$ cat src/hw/rtl/first_duplicate_detector_top_macros.svh
// Assertion macros for the first duplicate detector.
// Used by first_duplicate_detector_top.sv; no other dependencies.
`ifndef FIRST_DUPLICATE_DETECTOR_TOP_MACROS_SVH
`define FIRST_DUPLICATE_DETECTOR_TOP_MACROS_SVH

// Same-cycle implication, checked outside reset
`define FDD_ASSERT_NOW(lbl, clk, rst_n, ante, cons, msg) \
	lbl: assert property (@(posedge clk) disable iff (!rst_n) (ante) |-> (cons)) \
		else $error(msg);

// Next-cycle implication, checked outside reset
`define FDD_ASSERT_NEXT(lbl, clk, rst_n, ante, cons, msg) \
	lbl: assert property (@(posedge clk) disable iff (!rst_n) (ante) |=> (cons)) \
		else $error(msg);

`endif

$ cat src/hw/rtl/fdd_pkg.sv
`timescale 1ns / 1ps
// Shared types and constants of the first duplicate detector.
// No dependencies; imported by every module of the block but fdd_ram.
package fdd_pkg;

	// Input word: one number of the sequence
	typedef struct packed {
		logic signed [31:0] value;
		logic               is_last;
	} fdd_in_t;

	// Result word: one per sequence
	typedef struct packed {
		logic               found;
		logic signed [31:0] first_repeat;
		logic               overflow;
	} fdd_out_t;

	// Multiplicative hash constant (golden ratio)
	localparam logic [31:0] HASH_MULT = 32'h9E37_79B1;

	// Table generation tag width
	localparam int EPOCH_W = 8;

	// Queue between front and back
	localparam int QUEUE_DEPTH = 4;
	localparam int QPTR_W      = $clog2(QUEUE_DEPTH);
	localparam int QCNT_W      = $clog2(QUEUE_DEPTH + 1);

	// Queue status seen by front and back
	typedef struct packed {
		logic              empty;
		logic [QCNT_W-1:0] fill;
	} fdd_qstat_t;

endpackage

$ cat src/hw/rtl/fdd_fifo.sv
`timescale 1ns / 1ps
// Short queue between the hashing front end and the table back end.
// Depends on fdd_pkg.
module fdd_fifo #(
	parameter int W = 44
) (
	input  logic                clk,
	input  logic                arst_n,
	input  logic                push,
	input  logic [W-1:0]        wdata,
	input  logic                pop,
	output logic [W-1:0]        head,
	output fdd_pkg::fdd_qstat_t qstat
);
	import fdd_pkg::*;

	logic [W-1:0]      mem_q [QUEUE_DEPTH];
	logic [QPTR_W-1:0] wr_ptr_q;
	logic [QPTR_W-1:0] rd_ptr_q;
	logic [QCNT_W-1:0] fill_q;

	// advance pointers and fill count
	always_ff @(posedge clk or negedge arst_n) begin
		if (!arst_n) begin
			wr_ptr_q <= '0;
			rd_ptr_q <= '0;
			fill_q   <= '0;
		end else begin
			if (push) begin
				wr_ptr_q <= wr_ptr_q + 1'b1;
			end
			if (pop) begin
				rd_ptr_q <= rd_ptr_q + 1'b1;
			end
			if (push && !pop) begin
				fill_q <= fill_q + 1'b1;
			end else if (pop && !push) begin
				fill_q <= fill_q - 1'b1;
			end
		end
	end

	// store pushed words
	always_ff @(posedge clk) begin
		if (push) begin
			mem_q[wr_ptr_q] <= wdata;
		end
	end

	assign head        = mem_q[rd_ptr_q];
	assign qstat.fill  = fill_q;
	assign qstat.empty = (fill_q == '0);

endmodule

$ cat config.mk
export PLATFORM = sky130hd
export DESIGN_NAME = fdd_fifo
export DESIGN_NICKNAME = d
export VERILOG_FILES = /design/src/hw/rtl/first_duplicate_detector_top_macros.svh /design/src/hw/rtl/fdd_pkg.sv /design/src/hw/rtl/fdd_fifo.sv
export SDC_FILE = /design/constraint.sdc
export NUM_CORES = 1
export LEC_CHECK = 0
export BUFFER_PORTS_ARGS = -buffer_cell sky130_fd_sc_hd__buf_2
export CORE_MARGIN = 4
export CORE_UTILIZATION = 50
export CTS_BUF_LIST = sky130_fd_sc_hd__clkbuf_8
export DETAILED_ROUTE_END_ITERATION = 16
export PLACE_DENSITY = 0.71
export SYNTH_ARGS = -nofsm -noshare
export SYNTH_HDL_FRONTEND = slang
export SYNTH_SLANG_ARGS = --single-unit
$ cat constraint.sdc
create_clock -name clk -period 2.8 [get_ports clk]
set_input_delay 0.28 -clock clk [delete_from_list [all_inputs] [get_ports clk]]
set_output_delay 0.28 -clock clk [all_outputs]
set_load 0.02 [all_outputs]
After elaboration in Yosys (flattened, before gate mapping)
Memories as Yosys holds them, arrays and structs flattened.
Index checks and enable logic that the tools add are counted.
- register bits: 7
- RAM bits: 176
- input port bits: 48
- output and inout port bits: 48
- word-level logic and storage cells: 18
- memories: 1
- memories (memory ; words ; bits a word ; read ports ; clocked after Yosys merged registers in ; wr ports ; RTL line ; RTL):
    mem_q ; 4 ; 44 ; 1 ; 0 ; 1 ; fdd_fifo.sv:17 ; logic [W-1:0] mem_q [QUEUE_DEPTH];
- add/subtract/negate cells: 4
- muxes and demuxes: 4
- reductions and logical operators: 6
- operator list (operator ; number):
    3-bit 2-to-1 mux ; 2
    2-bit by 1-bit adder with 2-bit output, second input constant ; 2
    3-bit by 1-bit adder with 3-bit output, second input constant ; 1
    3-bit logical NOT ; 1
    3-bit by 1-bit subtractor with 3-bit output, second input constant ; 1
    1-bit logical AND ; 2
    1-bit logical NOT ; 2
    1-bit 2-to-1 mux ; 2
    2-bit nonzero test ; 1

Depth between registers and ports, before layout
- depth in word-level cells: 4
- gate-level depth with buffers: 7
- gate-level depth less buffers: 7

Least setup slack after synthesis
No wires, ideal clock.
- path kind: reg-to-reg
- start: register wr_ptr_q[0]
- end: memory mem_q[0][0] (enable)
- arrival time: 1.679 ns
- data required time: 2.394 ns
- path slack: 0.716 ns
- cell stages (with the launch flop): 4
- buffers on the path: 0
- clock period less this slack: 2.084 ns
- path through: dfrtp_1 -> inv_1 -> ha_1 -> and2_1
- RTL lines (what ; RTL line ; RTL):
    from (decl) ; fdd_fifo.sv:18 ; logic [QPTR_W-1:0] wr_ptr_q;
    from (signal assigned) ; fdd_fifo.sv:30 ; wr_ptr_q <= wr_ptr_q + 1'b1;
    to (decl) ; fdd_fifo.sv:17 ;
Straight into the memory's write port.

Worst setup path after layout
- start: register rd_ptr_q[0]
- end: output port head[35]
- word-level cells in the longest chain between the ends: 1
- ends and longest elaborated chain (what ; RTL line ; RTL):
    from (decl) ; fdd_fifo.sv:19 ; logic [QPTR_W-1:0] rd_ptr_q;
    from (signal assigned) ; fdd_fifo.sv:33 ; rd_ptr_q <= rd_ptr_q + 1'b1;
    memory read 4 x 44 bit ; n/a ;
    to (decl) ; fdd_fifo.sv:12 ; output logic [W-1:0] head,
No other way between the ends.

==> results.py <==
metrics = {
    "sta": {
        "timing.slew.headroom": 0.615,
        "max_clock_freq_mhz": 405,
        "finalCritPeriodShare": 0.882,
        "timing_hold_violations_final": 0,
        "totalNegativeSetupSlack_ps": 0,
        "report.final.slew_viol_count": 0,
        "fin_skew_ps": 6.64,
        "tightest_slew_ps": 578,
        "report.final.setup_viol": 0,
        "unrepaired_setup_endpoints_after_global_routing": "false",
        "postLayoutSetupSlackWorst_ps": 330,
        "crit_path_time_final_ps": 2470,
    },
    "synth": {
        "synth.area.top_cells": "edfxtp_1 78%, mux4_2 13%, dfrtp_1 2.6%",
        "synth_largest_type_area_fraction": 0.777,
        "netlist_instances": 263,
        "yosysUniqueCellTypes": 18,
        "synth_seq_area_share": 0.803,
        "post_synth_instance_area_sq_mm": 0.00680,
        "synth.yosys.warnings": 0,
        "postSynthNetCount": 317,
        "syn_avg_cell_area_sq_um": 25.8,
        "ys_seq_elements": 183,
        "synth_top_area_cell": "edfxtp_1",
    },
    "status": {
        "status": "finished, final reports clean",
    },
    "route": {
        "ant_nets": 0,
        "detailroute.via_count": 3002,
        "first_pass_iters": 4,
        "post-route-drc-count": 0,
        "wl_per_cell_um": 19.8,
        "drt-total-wl_um": 11100,
        "vias_per_cell": 5.33,
        "drtIter0Drc": 191,
    },
    "global_routing": {
        "global_route.usage.total": 0.154,
        "first_global_vias": 3272,
        "grt.overflow.total": 0,
        "grt_pass1_wl_um": 18000,
        "antenna_found_initial": 1,
        "grt_start_max_net_pins": 30,
    },
    "worst_hold_path": {
        "min-delay-path-class": "primary input to flip-flop",
        "whs_path_depth": 1,
        "min-delay-start": "wdata[33]",
        "worst_hold_path.endpoint": "mem_q[2][33]",
    },
    "die": {
        "die_h_um": 125,
        "start_util": 0.511,
        "die_area_sq_mm": 0.0155,
        "pin_count": 96,
        "floorplan.die.width_um": 125,
        "floorplan.core_area_sq_mm": 0.0133,
        "std_cell_rows": 42,
    },
    "setup_path": {
        "kind_of_end_point_of_the_critical_path": "primary output",
        "cp_data_arrival_time_ps": 2190,
        "critical_path_required_ps": 2520,
        "critical_path_start_type": "flip-flop",
        "crit_type": "flip-flop to primary output",
        "worstReg2RegEnd": "mem_q[0][15]",
        "rrSetupSlack_ps": 1030,
        "reg2reg_from": "wr_ptr_q[0]",
        "crit_path_max_fanout": 29,
        "reg2regPathDepth": 4,
    },
    "pwr": {
        "leak_nw": 2.72,
        "power_dens_cells_mw_per_mm2": 1030,
        "finalPower_mw": 8.12,
        "max-vdd-ir-drop_mv": 0.584,
    },
    "cts": {
        "tritoncts": "yes",
        "cts-root-buf": "clkbuf_8",
        "clock_sink_count": 183,
        "clk_pin_slew_ps": 90,
        "clockBufferDepth": 2,
        "cts-htree-levels": 4,
        "worst_skew_pair.late_latency_ps": 450,
        "cts_buffers": 17,
        "post_cts_hold_buffers": 1,
        "cts.repair.resized": 0,
        "cts.repair_timing.setup_buffer_count": 0,
    },
    "finish": {
        "ff_latch_area_sq_mm": 0.00547,
        "stdcell_area_sq_mm": 0.00789,
        "syn_to_final_growth_pct": 16.1,
        "multiInputGateArea_sq_mm": 0.00121,
        "layout.nets": 428,
        "num_antenna_cells": 0,
        "n_fill_cell": 977,
        "final_layout_size_suffix_gt1_frac": 0.444,
    },
    "placed_design": {
        "place_hpwl_um": 6910,
        "placement_stage_cell_area_sq_mm": 0.00751,
        "port_buffers": 95,
        "dp_slack_ps": 744,
        "place_congestion": 0.691,
    },
    "job": {
        "timing.max_cap.violations": 0,
    },
}
==> cells in the final DEF (no fill, tap or decap) <==
cell	instances
dfrtp_4	1
ha_1	5
clkinv_1	4
inv_1	6
buf_2	95
clkbuf_8	17
mux4_2	38
xor2_1	4
nor3_1	1
xnor2_1	2
mux2_2	1
nand2_1	2
buf_12	6
dfrtp_2	1
edfxtp_1	176
fa_1	1
and2_2	4
inv_6	2
mux4_1	6
clkinvlp_4	5
dfrtp_1	5
nor2_1	1
dlygate4sd3_1	1
o21ai_0	1
bufinv_16	2
==> Yosys cell counts (all sizes together) <==
| cell type | count |
|---|---|
| nand2 | 2 |
| inv | 4 |
| xnor2 | 2 |
| mux4 | 44 |
| xor2 | 4 |
| nor2 | 1 |
| and2 | 4 |
| edfxtp | 176 |
| mux2 | 1 |
| fa | 1 |
| ha | 5 |
| nor3 | 1 |
| dfrtp | 7 |
| o21ai | 1 |
| buf | 10 |
==> per-stage QoR <==
| stage | hold WS (ps) | utilization | std cells |
|---|---|---|---|
| CTS | 0.709 | 0.593 | 563 |
| global route | 3.04 | 0.593 | 563 |
| detailed placement | 122 | 0.565 | 530 |
| global placement | 117 | 0.565 | 530 |
| finish | 37.8 | 0.593 | 563 |
| floorplan | -15.6 | - | 263 |
==> where the power goes <==
group / internal [mW] / switching [mW] / leakage, nW
Sequential: 3.59 / 0.260 / 1.70
Clock: 0.777 / 0.873 / 0.177
Combinational: 1.14 / 1.49 / 0.849
Total: 5.51 / 2.62 / 2.72
==> how the worst max path moves through the flow <==
stage	startpoint	slack, ps	endpoint
6_report	rd_ptr_q[0]	330	head[35]
5_1_grt	rd_ptr_q[0]	180	head[35]
4_1_cts	rd_ptr_q[0]	230	head[35]
3_5_place_dp	rd_ptr_q[0]	740	head[35]
3_3_place_gp	rd_ptr_q[0]	750	head[35]
2_1_floorplan	wr_ptr_q[0]	720	mem_q[0][0]
==> layer usage <==
metal,GRT usage,wire length [um],up-vias
li1,-,-,1332
met1,0.192,4550,1566
met2,0.244,5620,83
met3,0.0613,754,19
met4,0.0600,196,2
met5,0,9,-
==> flip-flops by register name (all words and copies together), names as in the netlist <==
| name | cells |
|---|---|
| fill_q | 3 |
| mem_q | 176 |
| wr_ptr_q | 2 |
| rd_ptr_q | 2 |
==> logic make-up (layout without fill, tap and decap cells) <==
family                   count (synthesis)  after routing  synth area share
AO/OA/AOI/OAI                            1              1          0.000736
multiplexers                            45             45             0.151
flip-flops                             183            183             0.803
buffers and inverters                   14            138            0.0193
adder cells (fa/ha/maj)                  6              6            0.0121
XOR/XNOR                                 6              6           0.00773
AND/OR/NAND/NOR                          8              8           0.00607
==> area by class of cell <==
class                           instances  share of cell area
Clock inverter                         15              0.0174
Inverter                                4             0.00190
Sequential cell                       183               0.693
Tap cell                              176              0.0279
Clock buffer                           17              0.0297
Timing Repair Buffer                  102              0.0768
Multi-Input combinational cell         66               0.154
==> worst max-delay path, cell delays in order, from the launching register on <==
cell     delay [ps]
dfrtp_4         660
buf_12          300
mux4_1          580
buf_2           180
Power figures use the tool's default switching activity.
