===== src/hw/rtl/first_duplicate_detector_top_macros.svh =====
// Assertion macros for the first duplicate detector.
// Used by first_duplicate_detector_top.sv; no other dependencies.
`ifndef FIRST_DUPLICATE_DETECTOR_TOP_MACROS_SVH
`define FIRST_DUPLICATE_DETECTOR_TOP_MACROS_SVH

// Same-cycle implication, checked outside reset
`define FDD_ASSERT_NOW(lbl, clk, rst_n, ante, cons, msg) \
	lbl: assert property (@(posedge clk) disable iff (!rst_n) (ante) |-> (cons)) \
		else $error(msg);

// Next-cycle implication, checked outside reset
`define FDD_ASSERT_NEXT(lbl, clk, rst_n, ante, cons, msg) \
	lbl: assert property (@(posedge clk) disable iff (!rst_n) (ante) |=> (cons)) \
		else $error(msg);

`endif


===== src/hw/rtl/fdd_pkg.sv =====
`timescale 1ns / 1ps
// Shared types and constants of the first duplicate detector.
// No dependencies; imported by every module of the block but fdd_ram.
package fdd_pkg;

	// Input word: one number of the sequence
	typedef struct packed {
		logic signed [31:0] value;
		logic               is_last;
	} fdd_in_t;

	// Result word: one per sequence
	typedef struct packed {
		logic               found;
		logic signed [31:0] first_repeat;
		logic               overflow;
	} fdd_out_t;

	// Multiplicative hash constant (golden ratio)
	localparam logic [31:0] HASH_MULT = 32'h9E37_79B1;

	// Table generation tag width
	localparam int EPOCH_W = 8;

	// Queue between front and back
	localparam int QUEUE_DEPTH = 4;
	localparam int QPTR_W      = $clog2(QUEUE_DEPTH);
	localparam int QCNT_W      = $clog2(QUEUE_DEPTH + 1);

	// Queue status seen by front and back
	typedef struct packed {
		logic              empty;
		logic [QCNT_W-1:0] fill;
	} fdd_qstat_t;

endpackage


===== src/hw/rtl/fdd_front.sv =====
`timescale 1ns / 1ps
// Front end: accepts input words, hashes the value and pushes it to the queue.
// Depends on fdd_pkg.
module fdd_front #(
	parameter int IW = 11
) (
	input  logic                clk,
	input  logic                arst_n,
	input  logic                start,
	input  fdd_pkg::fdd_in_t    item,
	input  fdd_pkg::fdd_qstat_t qstat,
	input  logic                clearing,
	output logic                busy,
	output logic                push,
	output fdd_pkg::fdd_in_t    push_item,
	output logic [IW-1:0]       push_hash
);
	import fdd_pkg::*;

	logic             valid_s1;
	fdd_in_t          item_s1;
	logic [IW-1:0]    hash_s1;
	logic [31:0]      prod;
	logic [QCNT_W:0]  load;
	logic             accept;

	// hold off while the queue cannot take this word plus the one in flight
	assign load   = (QCNT_W + 1)'(qstat.fill) + (QCNT_W + 1)'(valid_s1);
	assign busy   = clearing || (load >= (QCNT_W + 1)'(QUEUE_DEPTH));
	assign accept = start && !busy;

	// hash: top bits of the low product word
	assign prod = item.value * HASH_MULT;

	// advance the hash stage
	always_ff @(posedge clk or negedge arst_n) begin
		if (!arst_n) begin
			valid_s1 <= 1'b0;
		end else begin
			valid_s1 <= accept;
		end
	end

	always_ff @(posedge clk) begin
		if (accept) begin
			item_s1 <= item;
			hash_s1 <= prod[31 -: IW];
		end
	end

	assign push      = valid_s1;
	assign push_item = item_s1;
	assign push_hash = hash_s1;

endmodule


===== config.mk =====
export PLATFORM = sky130hd
export DESIGN_NAME = fdd_front
export DESIGN_NICKNAME = d
export VERILOG_FILES = /design/src/hw/rtl/first_duplicate_detector_top_macros.svh /design/src/hw/rtl/fdd_pkg.sv /design/src/hw/rtl/fdd_front.sv
export SDC_FILE = /design/constraint.sdc
export NUM_CORES = 1
export LEC_CHECK = 0
export BUFFER_PORTS_ARGS = -buffer_cell sky130_fd_sc_hd__buf_4
export CAP_MARGIN = 10
export CELL_PAD_IN_SITES_DETAIL_PLACEMENT = 0
export CELL_PAD_IN_SITES_GLOBAL_PLACEMENT = 1
export CORE_MARGIN = 2
export CORE_UTILIZATION = 44
export CTS_CLUSTER_DIAMETER = 30
export CTS_CLUSTER_SIZE = 28
export DETAILED_ROUTE_END_ITERATION = 7
export HOLD_SLACK_MARGIN = 0.03
export PLACE_DENSITY_LB_ADDON = 0.05
export SLEW_MARGIN = 20
export SYNTH_ARGS = -nofsm -noshare
export SYNTH_HDL_FRONTEND = slang
export SYNTH_SLANG_ARGS = --single-unit

===== constraint.sdc =====
create_clock -name clk -period 4.95 [get_ports clk]
set_input_delay 0.99 -clock clk [delete_from_list [all_inputs] [get_ports clk]]
set_output_delay 0.99 -clock clk [all_outputs]
set_load 0.005 [all_outputs]

# After elaboration in Yosys (flattened, before gate mapping)
# Cells that the tools add are included.
dict set report totals {
  ff_bits 45
  output_inout_bits 46
}
dict set report classes {
  n_addsub 1
  n_mul 1
  order_cmp 1
  reduce_logical 3
}
# cell n
set op_table {}
lappend op_table {{$mul A32 B32 Y32 const B} 1}
lappend op_table {{$add A3 B1 Y4} 1}
lappend op_table {{$ge A4 B3 Y1 const B} 1}
lappend op_table {{$logic_and A1 B1 Y1} 1}
lappend op_table {{$logic_not A1 Y1} 1}
lappend op_table {{$logic_or A1 B1 Y1} 1}

# Logic depth before layout (Yosys ltp)
# Gate-level depths: netlist (run 1).
dict set report logic_depth {
  ltp_word 5
  mapped_depth 25
}

# Worst setup path before layout (run 1)
# Ideal clock, no wire load.
dict set report synth_timing {
  path_type {input port to flip-flop}
  startpoint {input item[11] (netlist name)}
  endpoint {register hash_s1[7] (netlist: push_hash[7]), data pin}
  path_slack_ns -1.895
  setup_time_ns 0.262
  arrival_ns 6.583
  cell_stages 21
  required_time_ns 4.688
  cell_sequence {inv_1 > fa_1 > fa_1 > fa_1 > inv_1 > fa_1 > fa_1 > fa_1 > fa_1 > inv_1 > fa_1 > inv_1 > ha_1 > and3_1 > a31oi_1 > o21ai_1 > a22o_1 > or2_2 > nor2_1 > o21bai_1 > xor2_1}
}
dict set report synth_between {
  elab_chain_cells 1
}
# element line_no
set synth_lines {}
lappend synth_lines {{start, declared} fdd_front.sv:10} ;# input fdd_pkg::fdd_in_t item,
lappend synth_lines {{$mul A32 B32 Y32} fdd_front.sv:33} ;# assign prod = item.value * HASH_MULT;
lappend synth_lines {{named net prod[28]} fdd_front.sv:23} ;# logic [31:0] prod;
lappend synth_lines {{end signal, assigned} fdd_front.sv:47} ;# hash_s1 <= prod[31 -: IW];
lappend synth_lines {{end, declared} fdd_front.sv:22} ;# logic [IW-1:0] hash_s1;
# The timed path passes the listed nets, and every way through them passes these cells.
# A chain may end at the register's enable or synchronous reset.

# Final worst setup path (run 1)
dict set report layout_timing {
  startpoint {input item[12] (netlist name)}
  endpoint {register hash_s1[10] (netlist: push_hash[10]), data pin}
}
# Same word-level chain as after synthesis.

==> results.cfg, run 1 <==
[synthesis]
synth_flop_cell = edfxtp_1
ys_types = 31
synth_common_cells = 339 x inv_1, 203 x fa_1, 184 x ha_1, 44 x edfxtp_1, 40 x xnor2_1
synth_top_area_cell = fa_1
ys_seq_area_frac = 0.139
avgSynthCellArea_um2 = 11.1
synth_area_um2 = 9710
ys_ff_latch = 45
ys_warn_count = 0
syn_nets = 1303
synth_top_area_share = 0.419
async_flop_share = 0.0222
syn_inst = 875
synth_most_common_cell = inv_1
synth_edf_count = 44
synthTopCellsByArea = fa_1 42%, ha_1 24%, edfxtp_1 14%

[sta]
final.setup.tns_ps = -17460
rsz0062_at_grt = yes
max_freq_ghz = 0.149
fin_worst_skew_ps = 8.66
hold_viol = 0
setup_ws_ps = -1760
tightest_slew_ps = 848
fin_crit_ps = 6710
setup_viol = 11
slew_headroom = 0.433
slew_violations = 0
fin_crit_sh = 1.35
worst_hold_slack_ps = 437

[routing]
vias = 6367
final_antenna_net_count = 0
wl_per_cell_um = 18.5
drc = 0
dr.pass1.iters = 4
vias_per_cell = 4.59
wirelength_um = 25700
drtIter0Drc = 175

[worst_setup_path]
start_kind = input pin
slowest_stage = fa_1
reg2reg_slack_ps = 2760
critPathTopFamily = adder cells
worst_ep_arrival_time_ps = 6770
path_class = input pin to flip-flop
max_stage_delay_ps = 600
critical_path_buf_inv_count = 5
reg2reg_from = push$_DFF_PN0_
worst_path_most_repeated_cell = fa_1
crit_path_cell_trace = buf_8 -> clkinvlp_4 -> fa_1 -> fa_2 -> fa_1 -> inv_1 -> fa_2 -> fa_1 -> fa_1 -> fa_1 -> inv_1 -> fa_1 -> inv_2 -> ha_4 -> and3_4 -> a31oi_1 -> o21ai_1 -> a22o_1 -> o311ai_2 -> nand2b_1 -> a21oi_2 -> xnor2_1
end_kind = flip-flop
r2r_cells = 3
worstPathMaxFanout = 4
crit_required_ps = 5010
r2r-end = push_item[8]$_DFFE_PP_

[clocking]
cts_sinks = 45
numCtsBuffers = 5
cts_buffer_depth = 2
cts_tree = done
path_clk_slew_ps = 80
hold_buffers = 0
clock_insertion_delay_worst_skew_ps = 310
ctsHtreeMaxLevel = 2
cts-root-buf = clkbuf_16

[layout]
layout-drive-gt1-share = 0.269
num_antenna_cells = 0
fill_cells = 1957
stdcell_count = 1387
fin_nets = 1534
syn_to_final_growth_pct = 26.6

[floorplan]
die_area_um2 = 23300
row_count = 54
io-pin-count = 87
core_area_um2 = 21800
initial_core_util = 0.446
die_w_um = 153
die_h_um = 153

[min_path]
hold_class = input pin to async pin

[global_route]
overflow = 0
grt_use_total = 0.237
grt_pass1_wl_um = 40800
grt_max_degree = 25
antenna_found_initial = 0
grt_pass1_vias = 7220

[run_status]
status = complete, but fails checks
violations = setup timing

[place]
io_buffers = 85
dp.cells = 1369
gp_congestion = 0.920
hpwl_um = 22900

[flow_run]
cap_violations = 0
[stage by stage]
step                area, µm²  utilization  worst slack (ps)
global route            12300        0.565             -1950
CTS                     12200        0.561             -1750
floorplan                9810            -             -1710
detailed placement      11800        0.543             -2250
finish                  12300        0.565             -1760
global placement        11800        0.543             -2230
[cells by family after synthesis]
logic type	Yosys count	share of synthesized area
compound gates	26	0.0171
xor+xnor	47	0.0424
fa+ha+maj	387	0.656
buf+inv	339	0.131
flops	45	0.139
simple gates	31	0.0152
[layout by cell type, fill, tap and decap left out, types with 3 or more instances in the layout]
cell type,n
a21oi_1,3
a21oi_2,4
buf_12,4
buf_4,210
buf_6,8
clkbuf_16,5
clkinvlp_4,7
edfxtp_1,44
fa_1,187
fa_2,16
ha_1,173
ha_4,10
inv_1,321
inv_2,11
nand2_1,4
nand4_1,3
nor2_1,6
nor2_4,3
o21ai_0,3
o21ai_1,4
xnor2_1,38
xor2_1,7
[final cells by class]
cell class                      instances  area [µm²]  share of cell area
Clock buffer                            5         125              0.0102
Clock inverter                          3        25.0             0.00203
Inverter                              339        1300               0.106
Multi-Input combinational cell        491        7380               0.600
Sequential cell                        45        1350               0.109
Tap cell                              280         350              0.0285
Timing Repair Buffer                  224        1780               0.144
[routing by layer]
metal,GRT usage,up-vias,share of wire
li1,-,3041,-
met5,0,-,0
met2,0.378,109,0.45
met1,0.345,3197,0.48
met3,0.0466,20,0.050
met4,0.0353,0,0.013
[state kept, by name (all words and copies together) (netlist names)]
name,flops
push_item,33
push_hash,11
push,1
[worst max path at each step]
stage                         from  cells past startpoint                      end
final                     item[12]                     22  push_hash[10]$_DFFE_PP_
after global routing      item[10]                     25  push_hash[10]$_DFFE_PP_
after CTS                 item[13]                     22  push_hash[10]$_DFFE_PP_
after detailed placement   item[4]                     25  push_hash[10]$_DFFE_PP_
after global placement     item[4]                     25  push_hash[10]$_DFFE_PP_
after floorplan            item[6]                     25   push_hash[7]$_DFFE_PP_
[timing repair]
item	4_1_cts	5_1_grt
endpoints found under the setup margin	11	11
buffers inserted	7	5
gates resized for setup	44	19
pin swaps	45	22
cloned	0	0
Power of run 1 is not shown: default switching activity piles up to over one toggle a cycle in this logic, so the estimate is an artifact.
==> run 2: changes to the inputs <==
--- a/config.mk
+++ b/config.mk
@@ -16,6 +16,7 @@
 export DETAILED_ROUTE_END_ITERATION = 7
 export HOLD_SLACK_MARGIN = 0.03
 export PLACE_DENSITY_LB_ADDON = 0.05
+export SETUP_SLACK_MARGIN = 0.5
 export SLEW_MARGIN = 20
 export SYNTH_ARGS = -nofsm -noshare
 export SYNTH_HDL_FRONTEND = slang
==> results.cfg, run 2 (synthesis results as in run 1) <==
[run_status]
status = complete, but fails checks
violations = setup timing

[routing]
wl_per_cell_um = 18.6
drc = 0
vias = 6372
vias_per_cell = 4.59
dr.pass1.iters = 4
wirelength_um = 25800
drtIter0Drc = 147
final_antenna_net_count = 0

[global_route]
grt_pass1_wl_um = 40800
antenna_found_initial = 0
grt_pass1_vias = 7220
overflow = 0
grt_use_total = 0.237
grt_max_degree = 25

[worst_setup_path]
critical_path_buf_inv_count = 6
crit_path_cell_trace = buf_4 -> buf_4 -> ha_2 -> ha_1 -> fa_1 -> inv_1 -> fa_1 -> inv_1 -> fa_1 -> fa_1 -> fa_1 -> inv_1 -> fa_1 -> inv_1 -> ha_1 -> and3_4 -> a31oi_1 -> o21ai_1 -> a22o_1 -> o311ai_2 -> nand2b_1 -> a21oi_2 -> xnor2_1
r2r_cells = 3
worst_path_most_repeated_cell = fa_1
r2r-end = push_item[8]$_DFFE_PP_
cp_num_cells = 23
crit_required_ps = 5010
end_kind = flip-flop
start_kind = input pin
reg2reg_from = push$_DFF_PN0_
max_stage_delay_ps = 510
worst_ep_arrival_time_ps = 6760
worstPathMaxFanout = 5
path_class = input pin to flip-flop
slowest_stage = fa_1
critPathTopFamily = adder cells
reg2reg_slack_ps = 2760

[flow_run]
cap_violations = 0

[clocking]
ctsHtreeMaxLevel = 2
cts-root-buf = clkbuf_16
path_clk_slew_ps = 80
clock_insertion_delay_worst_skew_ps = 310
cts_tree = done
cts_sinks = 45
cts_buffer_depth = 2
numCtsBuffers = 5

[layout]
fin_nets = 1536
layout-drive-gt1-share = 0.271
num_antenna_cells = 0
final_cell_mix = 321 x inv_1, 211 x buf_4, 187 x fa_1
post-route-util = 0.566
syn_to_final_growth_pct = 26.9
fill_cells = 1953
largest_reg_flops = 33
final_common_cell = inv_1

[floorplan]
die_area_um2 = 23300
die_w_um = 153
io-pin-count = 87
initial_core_util = 0.446
row_count = 54
die_h_um = 153
core_area_um2 = 21800

[place]
dp_slack_ps = -2250
gp_congestion = 0.920
hpwl_um = 22900
io_buffers = 85

[sta]
slew_headroom = 0.433
hold_viol = 0
final.setup.tns_ps = -17830
setup_ws_ps = -1750
slew_violations = 0
fin_crit_sh = 1.35
tightest_slew_ps = 848
max_freq_ghz = 0.149
fin_worst_skew_ps = 8.78
rsz0062_at_grt = yes
fin_crit_ps = 6700
setup_viol = 11

[min_path]
hold_class = input pin to async pin
-- run 2: worst max path at each step --
| stage | endpoint | from | slack (ps) |
|---|---|---|---|
| 2_1_floorplan | push_hash[7]$_DFFE_PP_ | item[6] | -1710 |
| 3_3_place_gp | push_hash[10]$_DFFE_PP_ | item[4] | -2230 |
| 3_5_place_dp | push_hash[10]$_DFFE_PP_ | item[4] | -2250 |
| 4_1_cts | push_hash[10]$_DFFE_PP_ | item[13] | -1750 |
| 5_1_grt | push_hash[10]$_DFFE_PP_ | item[12] | -1950 |
| 6_report | push_hash[10]$_DFFE_PP_ | item[15] | -1750 |
-- run 2: per-stage QoR --
| step | cell area, µm² | std cells | hold slack [ps] |
|---|---|---|---|
| 2_1_floorplan | 9810 | 875 | 694 |
| 3_3_place_gp | 11800 | 1369 | 766 |
| 3_5_place_dp | 11800 | 1369 | 766 |
| 4_1_cts | 12200 | 1384 | 435 |
| 5_1_grt | 12300 | 1389 | 428 |
| 6_report | 12300 | 1389 | 437 |
-- run 2: routing by layer --
layer / global-route usage / up-vias / part of all wire
met3: 0.0466 / 20 / 0.050
met5: 0 / - / 0
met1: 0.345 / 3195 / 0.48
li1: - / 3043 / -
met4: 0.0353 / 0 / 0.013
met2: 0.378 / 114 / 0.46
-- run 2: area by class of cell --
class / instances / area [µm²] / share of cell area
Multi-Input combinational cell: 491 / 7380 / 0.599
Timing Repair Buffer: 226 / 1800 / 0.146
Sequential cell: 45 / 1350 / 0.109
Inverter: 339 / 1300 / 0.105
Tap cell: 280 / 350 / 0.0284
Clock buffer: 5 / 125 / 0.0102
Clock inverter: 3 / 25.0 / 0.00203
-- run 2: what timing repair did --
action / CTS / global route
resized for setup: 44 / 21
endpoints found under the setup margin: 11 / 11
buffers inserted: 7 / 5
hold buffers: 0 / 0
pin swaps: 45 / 15
Power of run 2 is left out for the same reason.
==> run 3: changes to the inputs <==
--- a/config.mk
+++ b/config.mk
@@ -9,6 +9,7 @@
 export CAP_MARGIN = 10
 export CELL_PAD_IN_SITES_DETAIL_PLACEMENT = 0
 export CELL_PAD_IN_SITES_GLOBAL_PLACEMENT = 1
+export CORE_ASPECT_RATIO = 0.8
 export CORE_MARGIN = 2
 export CORE_UTILIZATION = 44
 export CTS_CLUSTER_DIAMETER = 30
==> results.cfg, run 3 (synthesis results as in run 1) <==
[place]
dp_slack_ps = -2330
gp_congestion = 0.928
io_buffers = 85
dp.cells = 1374
dpl-instance-area_um2 = 11900
hpwl_um = 23000

[global_route]
top_usage_layer = met1
grt_pass1_wl_um = 40700
grt_use_total = 0.243
grt_use_met3 = 0.0573
met1_usage = 0.367
use_met2 = 0.366
antenna_found_initial = 0
grt_pass1_vias = 7202
overflow = 0
grt_max_degree = 28

[clocking]
cts_sinks = 45
cts_tree = done
hold_buffers = 0
ctsHtreeMaxLevel = 2
cts-root-buf = clkbuf_16
numCtsBuffers = 5
cts_buffer_depth = 2
clock_insertion_delay_worst_skew_ps = 300
path_clk_slew_ps = 70

[sta]
fin_worst_skew_ps = 10.8
hold_viol = 0
setup_viol = 11
slew_headroom = 0.654
worst_hold_slack_ps = 446
max_freq_ghz = 0.149
rsz0062_at_grt = yes
fin_crit_sh = 1.35
setup_ws_ps = -1750
tightest_slew_ps = 517
fin_crit_ps = 6700
slew_violations = 0

[routing]
final_antenna_net_count = 0
vias = 6433
wl_per_cell_um = 18.6
wirelength_um = 25900
vias_per_cell = 4.62
drtIter0Drc = 322
dr.pass1.iters = 4
drc = 0

[layout]
layout-drive-gt1-share = 0.285
fin_nets = 1545
final_cell_mix = 315 x inv_1, 218 x buf_4, 184 x fa_1
final_common_cell = inv_1
stdcell_count = 1393
num_antenna_cells = 0
fin_area_um2 = 12500
syn_to_final_growth_pct = 28.6
fill_cells = 1910
largest_reg_flops = 33

[run_status]
violations = setup timing
status = complete, but fails checks

[floorplan]
die_h_um = 137
initial_core_util = 0.449
core_area_um2 = 21600
row_count = 48
die_area_um2 = 23300
die_w_um = 170
io-pin-count = 87

[worst_setup_path]
crit_path_cell_trace = buf_8 -> clkinvlp_4 -> fa_1 -> fa_2 -> inv_2 -> fa_1 -> inv_2 -> fa_1 -> inv_2 -> fa_1 -> fa_1 -> fa_1 -> inv_2 -> fa_1 -> inv_2 -> ha_4 -> and3_4 -> a31oi_1 -> o21ai_1 -> a22o_1 -> o311ai_4 -> nand2b_1 -> a21oi_2 -> xnor2_1
path_class = input pin to flip-flop
crit_required_ps = 5010
end_kind = flip-flop
worst_ep_arrival_time_ps = 6760
critPathTopFamily = adder cells
start_kind = input pin
worstPathMaxFanout = 4
critical_path_buf_inv_count = 7
max_stage_delay_ps = 610
worst_path_most_repeated_cell = fa_1
slowest_stage = fa_1

[flow_run]
cap_violations = 0

[min_path]
hold_class = input pin to async pin
## run 3: layer usage
layer | vias to the layer above | part of all wire | wire, µm
met5 | - | 0 | 0
met4 | 0 | 0.011 | 293
met3 | 19 | 0.079 | 2060
met2 | 150 | 0.42 | 11000
met1 | 3205 | 0.49 | 12500
li1 | 3059 | - | -
## run 3: final cells by class
| cell class | count | area, µm² | area share |
|---|---|---|---|
| Sequential cell | 45 | 1350 | 0.108 |
| Clock buffer | 5 | 125 | 0.0100 |
| Inverter | 339 | 1290 | 0.104 |
| Tap cell | 275 | 344 | 0.0276 |
| Timing Repair Buffer | 235 | 1900 | 0.152 |
| Clock inverter | 3 | 68.8 | 0.00551 |
| Multi-Input combinational cell | 491 | 7410 | 0.593 |
## run 3: worst reg2reg max path: stages, from the launching register on
cell     delay, ps
dfrtp_1        380
a311o_1        400
nor2_4         430
buf_4          460
## run 3: final timing paths
path | start | to | slack [ps] | cells past startpoint
worst min register to register | push$_DFF_PN0_ | push_item[0]$_DFFE_PP_ | 920 | 2
max in group asynchronous | arst_n | push$_DFF_PN0_ | 4430 | 1
worst min-delay path | arst_n | push$_DFF_PN0_ | 450 | 1
worst max register to register | push$_DFF_PN0_ | push_item[14]$_DFFE_PP_ | 2920 | 3
min in group clk | item[0] | push_item[0]$_DFFE_PP_ | 860 | 1
worst max-delay path | item[11] | push_hash[10]$_DFFE_PP_ | -1750 | 24
## run 3: timing repair
action                     in CTS  in global routing
setup endpoints to repair      11                 11
setup buffers                   8                  3
resized for setup              41                 35
pin swaps                      47                 25
## run 3: through the flow
step                setup TNS, ps  utilization
floorplan                  -17130            -
finish                     -17670        0.577
CTS                        -17610        0.571
global placement           -23100        0.550
global route               -19860        0.577
detailed placement         -23810        0.550
Power of run 3 is left out for the same reason.
